File: config.mk
export PLATFORM = sky130hd
export DESIGN_NAME = sorted_timer_queue_unit
export DESIGN_NICKNAME = d
export VERILOG_FILES = /design/src/hw/rtl/stq_pkg.sv /design/src/hw/rtl/stq_cell.sv /design/src/hw/rtl/sorted_timer_queue_unit.sv
export SDC_FILE = /design/constraint.sdc
export NUM_CORES = 2
export LEC_CHECK = 0
export BUFFER_PORTS_ARGS = -buffer_cell sky130_fd_sc_hd__clkbuf_2
export CAP_MARGIN = 30
export CORE_MARGIN = 3
export CORE_UTILIZATION = 65
export DETAILED_ROUTE_END_ITERATION = 7
export PLACE_DENSITY = 0.83
export RECOVER_POWER = 100
export SLEW_MARGIN = 20
export SYNTH_ARGS = -nofsm -noshare
export SYNTH_HDL_FRONTEND = slang
export SYNTH_SLANG_ARGS = --single-unit
File: constraint.sdc
create_clock -name i_clk -period 16.6 [get_ports i_clk]
set_input_delay 1.66 -clock i_clk [delete_from_list [all_inputs] [get_ports i_clk]]
set_output_delay 1.66 -clock i_clk [all_outputs]
set_load 0.02 [all_outputs]
File: src/hw/rtl/stq_pkg.sv
// ----------------------------------------------------------------------------
// stq_pkg
// Types, codes and helper functions shared by the sorted timer queue.
// ----------------------------------------------------------------------------
package stq_pkg;

    localparam int STQ_DEPTH = 16;

    localparam int SEC_W  = 32;
    localparam int USEC_W = 20;
    localparam int ID_W   = 8;
    localparam int MODE_W = 2;

    localparam logic [USEC_W-1:0] USEC_MAX     = USEC_W'(999999);
    localparam logic [USEC_W:0]   USEC_PER_SEC = (USEC_W+1)'(1000000);

    // Operation codes; the unused code behaves as a check.
    localparam logic [1:0] OP_CHECK  = 2'd0;
    localparam logic [1:0] OP_INSERT = 2'd1;
    localparam logic [1:0] OP_CLEAR  = 2'd2;

    // Timer modes.
    localparam logic [MODE_W-1:0] MODE_PLAIN  = 2'd0;
    localparam logic [MODE_W-1:0] MODE_SEM    = 2'd1;
    localparam logic [MODE_W-1:0] MODE_SELECT = 2'd2;

    // Insert outcome codes.
    localparam logic [1:0] INS_OK     = 2'd0;
    localparam logic [1:0] INS_PASSED = 2'd1;
    localparam logic [1:0] INS_FULL   = 2'd2;
    localparam logic [1:0] INS_NONE   = 2'd3;

    // Result kinds.
    localparam logic KIND_EXPIRED = 1'b0;
    localparam logic KIND_SUMMARY = 1'b1;

    typedef enum logic [1:0] {
        ST_IDLE,
        ST_POP,
        ST_INSERT,
        ST_SUM
    } t_state;

    typedef struct packed {
        logic [SEC_W-1:0]  sec;
        logic [USEC_W-1:0] usec;
        logic [ID_W-1:0]   id;
        logic [MODE_W-1:0] mode;
    } t_entry;

    // Broadcast controls from the sequencer to every cell.
    typedef struct packed {
        logic shift_left;
        logic insert;
    } t_cell_ctl;

    // Saturate a microsecond value to the top of its range.
    function automatic logic [USEC_W-1:0] clamp_usec(input logic [USEC_W-1:0] v);
        return (v > USEC_MAX) ? USEC_MAX : v;
    endfunction

    // True when time a is strictly earlier than time b.
    function automatic logic earlier(input logic [SEC_W-1:0] a_sec,
                                     input logic [USEC_W-1:0] a_usec,
                                     input logic [SEC_W-1:0] b_sec,
                                     input logic [USEC_W-1:0] b_usec);
        return (a_sec < b_sec) || ((a_sec == b_sec) && (a_usec < b_usec));
    endfunction

endpackage

File: src/hw/rtl/stq_cell.sv
// ----------------------------------------------------------------------------
// stq_cell
// One slot of the sorted chain. It holds an entry, compares it with the key
// being inserted, and moves data to or from its neighbors.
// ----------------------------------------------------------------------------
module stq_cell (
    input  logic              i_clk,
    input  stq_pkg::t_cell_ctl i_ctl,
    input  logic              i_occupied,
    input  stq_pkg::t_entry   i_key,
    input  stq_pkg::t_entry   i_left_entry,
    input  logic              i_left_lt,
    input  stq_pkg::t_entry   i_right_entry,
    output stq_pkg::t_entry   o_entry,
    output logic              o_lt
);
    import stq_pkg::*;

    t_entry r_entry;
    t_entry n_entry;

    // An occupied entry earlier than the key stays where it is on insert.
    assign o_lt    = i_occupied && earlier(r_entry.sec, r_entry.usec, i_key.sec, i_key.usec);
    assign o_entry = r_entry;

    // Pop moves everything one slot toward the head; insert opens a gap at
    // the first entry that is not earlier than the key.
    always_comb begin
        n_entry = r_entry;
        if (i_ctl.shift_left) begin
            n_entry = i_right_entry;
        end else if (i_ctl.insert && !o_lt) begin
            n_entry = i_left_lt ? i_key : i_left_entry;
        end
    end

    always_ff @(posedge i_clk) begin
        r_entry <= n_entry;
    end

endmodule

File: src/hw/rtl/sorted_timer_queue_unit.sv
// ----------------------------------------------------------------------------
// sorted_timer_queue_unit
// Steps: a transaction is taken only while idle; a check or an insert then pops each
// expired entry from the head cell, an insert places its key unless it has passed or
// the queue is full, and a summary closes it (a clear goes straight to the summary).
// Pops and the summary wait on output stalls; the single head comparison and the sequencer set the pace.
// Reset (synchronous, active low) empties the queue and idles the sequencer.
// ----------------------------------------------------------------------------
module sorted_timer_queue_unit #(
    parameter int DEPTH = stq_pkg::STQ_DEPTH
) (
    input  logic                        i_clk,
    input  logic                        i_rst_n,
    // Input channel
    input  logic                        i_valid,
    output logic                        o_stall,
    input  logic [1:0]                  i_op,
    input  logic [stq_pkg::ID_W-1:0]    i_waiter_id,
    input  logic [stq_pkg::MODE_W-1:0]  i_timer_mode,
    input  logic [stq_pkg::SEC_W-1:0]   i_wake_sec,
    input  logic [stq_pkg::USEC_W-1:0]  i_wake_usec,
    input  logic [stq_pkg::SEC_W-1:0]   i_now_sec,
    input  logic [stq_pkg::USEC_W-1:0]  i_now_usec,
    // Output channel
    output logic                        o_valid,
    input  logic                        i_stall,
    output logic                        o_kind,
    output logic [stq_pkg::ID_W-1:0]    o_expired_id,
    output logic [1:0]                  o_timeout_status,
    output logic [1:0]                  o_insert_status,
    output logic                        o_queue_was_nonempty,
    output logic [stq_pkg::SEC_W-1:0]   o_head_sec,
    output logic [stq_pkg::USEC_W-1:0]  o_head_usec,
    output logic [stq_pkg::SEC_W-1:0]   o_delay_sec,
    output logic [stq_pkg::USEC_W-1:0]  o_delay_usec,
    output logic                        o_last
);
    import stq_pkg::*;

    localparam int CNT_W = $clog2(DEPTH + 1);

    typedef struct packed {
        logic              kind;
        logic [ID_W-1:0]   expired_id;
        logic [1:0]        timeout_status;
        logic [1:0]        insert_status;
        logic              nonempty;
        logic [SEC_W-1:0]  head_sec;
        logic [USEC_W-1:0] head_usec;
        logic [SEC_W-1:0]  delay_sec;
        logic [USEC_W-1:0] delay_usec;
        logic              last;
    } t_result;

    t_state             r_state;
    t_state             n_state;
    logic [CNT_W-1:0]   r_count;
    logic [1:0]         r_op;
    t_entry             r_key;
    logic [SEC_W-1:0]   r_now_sec;
    logic [USEC_W-1:0]  r_now_usec;
    logic               r_nonempty;
    logic               r_popped;
    logic [1:0]         r_ins_status;
    logic               r_out_valid;
    t_result            r_out;

    logic               accept;
    logic               out_free;
    logic               head_expired;
    logic               pop_fire;
    logic               ins_fire;
    logic               sum_fire;
    logic [1:0]         ins_status;
    t_cell_ctl          cell_ctl;
    t_result            pop_result;
    t_result            sum_result;
    t_entry             head;
    logic               head_valid;
    logic [USEC_W:0]    usec_diff;
    logic               usec_borrow;

    t_entry             cell_entry [DEPTH];
    logic               cell_lt    [DEPTH];

    // Chain of cells; slot 0 is the head of the queue.
    for (genvar g = 0; g < DEPTH; g++) begin : g_cell
        t_entry left_entry;
        logic   left_lt;
        t_entry right_entry;

        if (g == 0) begin : g_first
            assign left_entry = r_key;
            assign left_lt    = 1'b1;
        end else begin : g_inner
            assign left_entry = cell_entry[g-1];
            assign left_lt    = cell_lt[g-1];
        end

        if (g == DEPTH - 1) begin : g_last
            assign right_entry = cell_entry[g];
        end else begin : g_mid
            assign right_entry = cell_entry[g+1];
        end

        stq_cell u_cell (
            .i_clk         (i_clk),
            .i_ctl         (cell_ctl),
            .i_occupied    (CNT_W'(g) < r_count),
            .i_key         (r_key),
            .i_left_entry  (left_entry),
            .i_left_lt     (left_lt),
            .i_right_entry (right_entry),
            .o_entry       (cell_entry[g]),
            .o_lt          (cell_lt[g])
        );
    end

    assign head       = cell_entry[0];
    assign head_valid = (r_count != '0);

    // Handshake; nothing is taken while reset is held.
    assign o_stall  = (r_state != ST_IDLE) || !i_rst_n;
    assign accept   = i_valid && !o_stall;
    assign out_free = !r_out_valid || !i_stall;

    assign head_expired = head_valid && earlier(head.sec, head.usec, r_now_sec, r_now_usec);

    // Outcome of an insert once the expired entries are gone.
    always_comb begin
        if (earlier(r_key.sec, r_key.usec, r_now_sec, r_now_usec)) begin
            ins_status = INS_PASSED;
        end else if (r_count == CNT_W'(DEPTH)) begin
            ins_status = INS_FULL;
        end else begin
            ins_status = INS_OK;
        end
    end

    // Next state.
    always_comb begin
        n_state = r_state;
        unique case (r_state)
            ST_IDLE: begin
                if (i_valid) begin
                    n_state = (i_op == OP_CLEAR) ? ST_SUM : ST_POP;
                end
            end
            ST_POP: begin
                if (!head_expired) begin
                    n_state = (r_op == OP_INSERT) ? ST_INSERT : ST_SUM;
                end
            end
            ST_INSERT: begin
                n_state = ST_SUM;
            end
            ST_SUM: begin
                if (out_free) begin
                    n_state = ST_IDLE;
                end
            end
            default: begin
                n_state = ST_IDLE;
            end
        endcase
    end

    // Sequencer outputs.
    always_comb begin
        pop_fire = 1'b0;
        ins_fire = 1'b0;
        sum_fire = 1'b0;
        unique case (r_state)
            ST_IDLE:   ;
            ST_POP:    pop_fire = head_expired && out_free;
            ST_INSERT: ins_fire = (ins_status == INS_OK);
            ST_SUM:    sum_fire = out_free;
            default:   ;
        endcase
        cell_ctl.shift_left = pop_fire;
        cell_ctl.insert     = ins_fire;
    end

    // Report for the entry leaving the head.
    always_comb begin
        pop_result                = '0;
        pop_result.kind           = KIND_EXPIRED;
        pop_result.expired_id     = head.id;
        pop_result.timeout_status = (head.mode == MODE_SEM || head.mode == MODE_SELECT) ?
                                    head.mode : MODE_PLAIN;
        pop_result.insert_status  = INS_NONE;
        pop_result.nonempty       = 1'b1;
    end

    // Delay from now to the head, borrowing a second when needed.
    assign usec_borrow = (head.usec < r_now_usec);
    assign usec_diff   = usec_borrow ?
                         ({1'b0, head.usec} + USEC_PER_SEC - {1'b0, r_now_usec}) :
                         ({1'b0, head.usec} - {1'b0, r_now_usec});

    // Closing summary.
    always_comb begin
        sum_result               = '0;
        sum_result.kind          = KIND_SUMMARY;
        sum_result.insert_status = r_ins_status;
        sum_result.nonempty      = r_nonempty;
        sum_result.last          = 1'b1;
        if (head_valid) begin
            sum_result.head_sec  = head.sec;
            sum_result.head_usec = head.usec;
            if (!r_popped) begin
                sum_result.delay_sec  = head.sec - r_now_sec - SEC_W'(usec_borrow);
                sum_result.delay_usec = usec_diff[USEC_W-1:0];
            end
        end
    end

    // Control registers.
    always_ff @(posedge i_clk) begin
        if (!i_rst_n) begin
            r_state     <= ST_IDLE;
            r_count     <= '0;
            r_out_valid <= 1'b0;
        end else begin
            r_state <= n_state;
            if (accept && i_op == OP_CLEAR) begin
                r_count <= '0;
            end else if (pop_fire) begin
                r_count <= r_count - CNT_W'(1);
            end else if (ins_fire) begin
                r_count <= r_count + CNT_W'(1);
            end
            if (pop_fire || sum_fire) begin
                r_out_valid <= 1'b1;
            end else if (!i_stall) begin
                r_out_valid <= 1'b0;
            end
        end
    end

    // Transaction and result payload.
    always_ff @(posedge i_clk) begin
        if (accept) begin
            r_op         <= i_op;
            r_key.sec    <= i_wake_sec;
            r_key.usec   <= clamp_usec(i_wake_usec);
            r_key.id     <= i_waiter_id;
            r_key.mode   <= i_timer_mode;
            r_now_sec    <= i_now_sec;
            r_now_usec   <= clamp_usec(i_now_usec);
            r_nonempty   <= head_valid;
            r_popped     <= 1'b0;
            r_ins_status <= INS_NONE;
        end
        if (pop_fire) begin
            r_popped <= 1'b1;
        end
        if (r_state == ST_INSERT) begin
            r_ins_status <= ins_status;
        end
        if (pop_fire) begin
            r_out <= pop_result;
        end else if (sum_fire) begin
            r_out <= sum_result;
        end
    end

    assign o_valid              = r_out_valid;
    assign o_kind               = r_out.kind;
    assign o_expired_id         = r_out.expired_id;
    assign o_timeout_status     = r_out.timeout_status;
    assign o_insert_status      = r_out.insert_status;
    assign o_queue_was_nonempty = r_out.nonempty;
    assign o_head_sec           = r_out.head_sec;
    assign o_head_usec          = r_out.head_usec;
    assign o_delay_sec          = r_out.delay_sec;
    assign o_delay_usec         = r_out.delay_usec;
    assign o_last               = r_out.last;

endmodule
==> flow_summary.yaml <==
status:
  status: "complete, but fails checks"
  violations: "max-capacitance violations, max-slew violations"
final_layout:
  multi_input_area_sq_um: 43600
  drive_above_1_share_pct: 6.25
  final_cells: 10100
  final_cell_area_sq_um: 89600
  seq_area_sq_um: 36000
  syn2layout_area_growth_pct: 8.34
  num-fill-cells: 9036
  nets: 9452
setup_path:
  crit_fanout: 64
  rr_worst_depth: 11
  crit_slowest_cell: "clkbuf_1"
  rrSetupSlack_ns: 5.13
  cp.required_ns: 17.12
  end_kind: "register"
  path_cells: "inv_1 > ha_1 > nor3b_1 > nand2_2 > clkbuf_1 > and4_1 > o21ai_4 > clkbuf_1 > clkbuf_1 > nand2_1 > buf_16"
  start_kind: "register"
  timing.rr.end: "g_cell[9].u_cell.o_entry[13]$_DFFE_PP_"
  critPathMaxStageDelay_ns: 2.37
  criticalPathCategory: "register to register"
  path_common_cell: "clkbuf_1"
  arrival_ns: 11.99
  crit_family: "buffers and inverters"
  r2r-start: "r_count[1]$_SDFFE_PP0P_"
  crit_buf_inv: 5
clocking:
  clock_latency_ns: 0.81
  htreeDepth: 4
  ctsHoldBuffers: 0
  cts_tree: "built"
  cts_max_path_buffers: 3
  cts_resized: 0
  cts_sinks: 1238
  clkSlewWorstSetupHoldPaths_ns: 0.06
  cts_buffers: 140
  postCtsSetupRepairBufs: 0
  clockRootBuffer: "clkbuf_16"
hold_path:
  min_to: "o_delay_sec[29]$_SDFFE_PP0P_"
  hold_path_class: "register to register"
  hp-start: "o_delay_sec[29]$_SDFFE_PP0P_"
  hold_path_depth: 2
sta:
  hold_slack_ns: 0.447
  worst_pin_slew_ns: 4.43
  rsz0062_at_grt: "false"
  setup_viol: 0
  maxSlewViolCount: 1227
  skew_ns: 0.0363
  final-hold-violation-count: 0
  relSlewSlack_pct: -196
  setup_slack_ns: 5.13
  tns_ns: 0
  period_needed_ns: 11.47
  max_freq_mhz: 87.2
  fin_crit_sh_pct: 69.1
synth:
  synth_warnings: 0
  ys_seq_area_share_pct: 43.6
  synthCells: 8283
  synth_cell_types: 87
  synth_nets: 9430
  synthTopCellsByArea: "edfxtp_1 41%, ha_1 15%, mux2i_1 6.1%"
  syn-cell-area_sq_um: 82700
  yosys_register_bits: 1238
  synth_flop_cell: "edfxtp_1"
  synthMuxAreaShare_pct: 6.88
  synth-simple-area-share_pct: 13.7
  yosys.area.top_type: "edfxtp_1"
  synth_compound_area_share_pct: 15.6
  synth_top_family_by_area: "adder cells"
  synth_edf_count: 1121
  synthAdderAreaFrac_pct: 15.7
  avgSynthCellArea_sq_um: 9.98
  synth_top_area_share_pct: 40.7
  ys_top_cells_by_count: "1159 x nand2_1, 1121 x edfxtp_1, 1011 x ha_1"
  synth-xor-area-share_pct: 0.614
  yosysMostFrequentCell: "nand2_1"
  async_flop_share_pct: 0
placed_design:
  place_inst: 9804
  place_area_sq_um: 85400
  portBuffers: 240
  dp_slack_ns: 9.51
  place_hpwl_microns: 200000
  gp_congestion: 0.988
global_route:
  grt_max_degree: 262
  overflow: 0
  grt_pass1_wl_microns: 423000
  antenna_found_initial: 5
  grt_pass1_vias: 69900
  grt.total_usage_pct: 41.9
route:
  dr.pass1.iters: 7
  wl_microns: 283000
  route.detailed.drc: 0
  num_vias: 72500
  vias_per_cell: 7.19
  drtAntennaViolNets: 0
  drt_iter0_drc: 11300
  wl_per_cell_microns: 28.1
power:
  power_density_nw_per_um2: 137
  ir_drop_mv: 0.115
  leakage_uw: 0.0361
floorplanning:
  io_pins: 241
  coreArea_sq_um: 126000
  rows: 130
  initial_core_util_pct: 65.7
  die_h_microns: 363
  die_width_microns: 363
  design.die.area_sq_um: 131000
job:
  cap_violations: 28
-- worst max path at each step --
| stage | from | cells after the start | endpoint |
|---|---|---|---|
| 6_report | r_count[1]$_SDFFE_PP0P_ | 11 | g_cell[9].u_cell.o_entry[13]$_DFFE_PP_ |
| 5_1_grt | r_count[4]$_SDFFE_PP0P_ | 11 | g_cell[7].u_cell.o_entry[57]$_DFFE_PP_ |
| 4_1_cts | g_cell[0].u_cell.o_entry[12]$_DFFE_PP_ | 14 | g_cell[1].u_cell.o_entry[13]$_DFFE_PP_ |
| 3_5_place_dp | g_cell[0].u_cell.o_entry[12]$_DFFE_PP_ | 14 | g_cell[1].u_cell.o_entry[23]$_DFFE_PP_ |
| 3_3_place_gp | g_cell[0].u_cell.o_entry[10]$_DFFE_PP_ | 17 | g_cell[1].u_cell.o_entry[13]$_DFFE_PP_ |
| 2_1_floorplan | g_cell[0].u_cell.o_entry[12]$_DFFE_PP_ | 13 | g_cell[15].u_cell.o_entry[0]$_DFFE_PP_ |
-- tightest hold or removal path: cells and delay by family (launching register included) --
kind | cells | cell delay [ns]
flip-flops | 1 | 0.31
AND/OR/NAND/NOR | 2 | 0.09
-- per-stage QoR --
stage / total power (uW) / utilization (%)
2_1_floorplan: 7550 / -
3_3_place_gp: 8820 / 67.7
3_5_place_dp: 9040 / 67.8
4_1_cts: 12100 / 71.4
5_1_grt: 12800 / 71.1
6_report: 12300 / 71.1
-- cell type report --
type                       count  share of cell area [%]
inverter                     286                    1.20
clock inverter                77                   0.786
timing repair buffer         404                    2.60
clock buffer                 178                    4.21
antenna                        5                  0.0140
tap                         1650                    2.30
sequential                  1238                    40.2
multi-input combinational   6235                    48.7
-- flip-flops by register name, summed over array words and instances, names as in the netlist, 5 cells and up --
| name | flops |
|---|---|
| g_cell.u_cell.o_entry | 992 |
| g_cell.left_entry | 62 |
| o_delay_sec | 32 |
| o_head_sec | 32 |
| r_now_sec | 32 |
| o_delay_usec | 20 |
| o_head_usec | 20 |
| r_now_usec | 20 |
| o_expired_id | 8 |
| r_count | 5 |
-- kinds of logic (layout without fill, tap and decap cells) --
kind of cell | after synthesis | after routing
XOR/XNOR | 58 | 58
adder cells (fa/ha/maj) | 1027 | 1027
buffers and inverters | 810 | 945
flip-flops | 1238 | 1238
AND/OR/NAND/NOR | 2461 | 2461
other | 0 | 5
multiplexers | 561 | 561
AO/OA/AOI/OAI | 2128 | 2128
-- cell usage in the layout, fill, tap and decap left out, types with 13 or more instances in the layout --
master and count:
nand2_1 1154, edfxtp_1 1121, ha_1 1011, o21ai_0 872, mux2i_1 500, nand3_1 369
a21oi_1 347, nor2_1 332, inv_1 285, nand4_1 265, clkbuf_1 225, o211ai_1 224
a31oi_1 221, a21o_1 152, clkbuf_16 146, buf_4 122, dfxtp_1 117, clkbuf_2 69
mux2_2 61, nor2b_1 58, nor3_1 53, nand2b_1 50, a211oi_1 46, o21a_1 44
xnor2_1 35, clkinv_1 29, and4_1 28, nor4_1 26, o31ai_1 23, xor2_1 23
clkinv_2 23, and3_1 22, a211o_1 21, fa_1 16, and2_0 15, a22o_1 14
o2111ai_1 13
-- routing by layer --
| metal | track usage (%) | share of wire, % | vias up |
|---|---|---|---|
| met5 | 0 | 0.0053 | - |
| met4 | 23.3 | 6.5 | 2 |
| met3 | 13.5 | 15 | 1189 |
| met2 | 61.6 | 42 | 5972 |
| met1 | 54.8 | 36 | 34100 |
| li1 | - | - | 31200 |
-- where the power goes --
group | internal, uW | switching, uW | total (uW)
clock | 1760 | 1370 | 3130
combinational | 1430 | 2800 | 4230
sequential | 4390 | 561 | 4950
No activity file was read; power rests on OpenSTA's default activity.
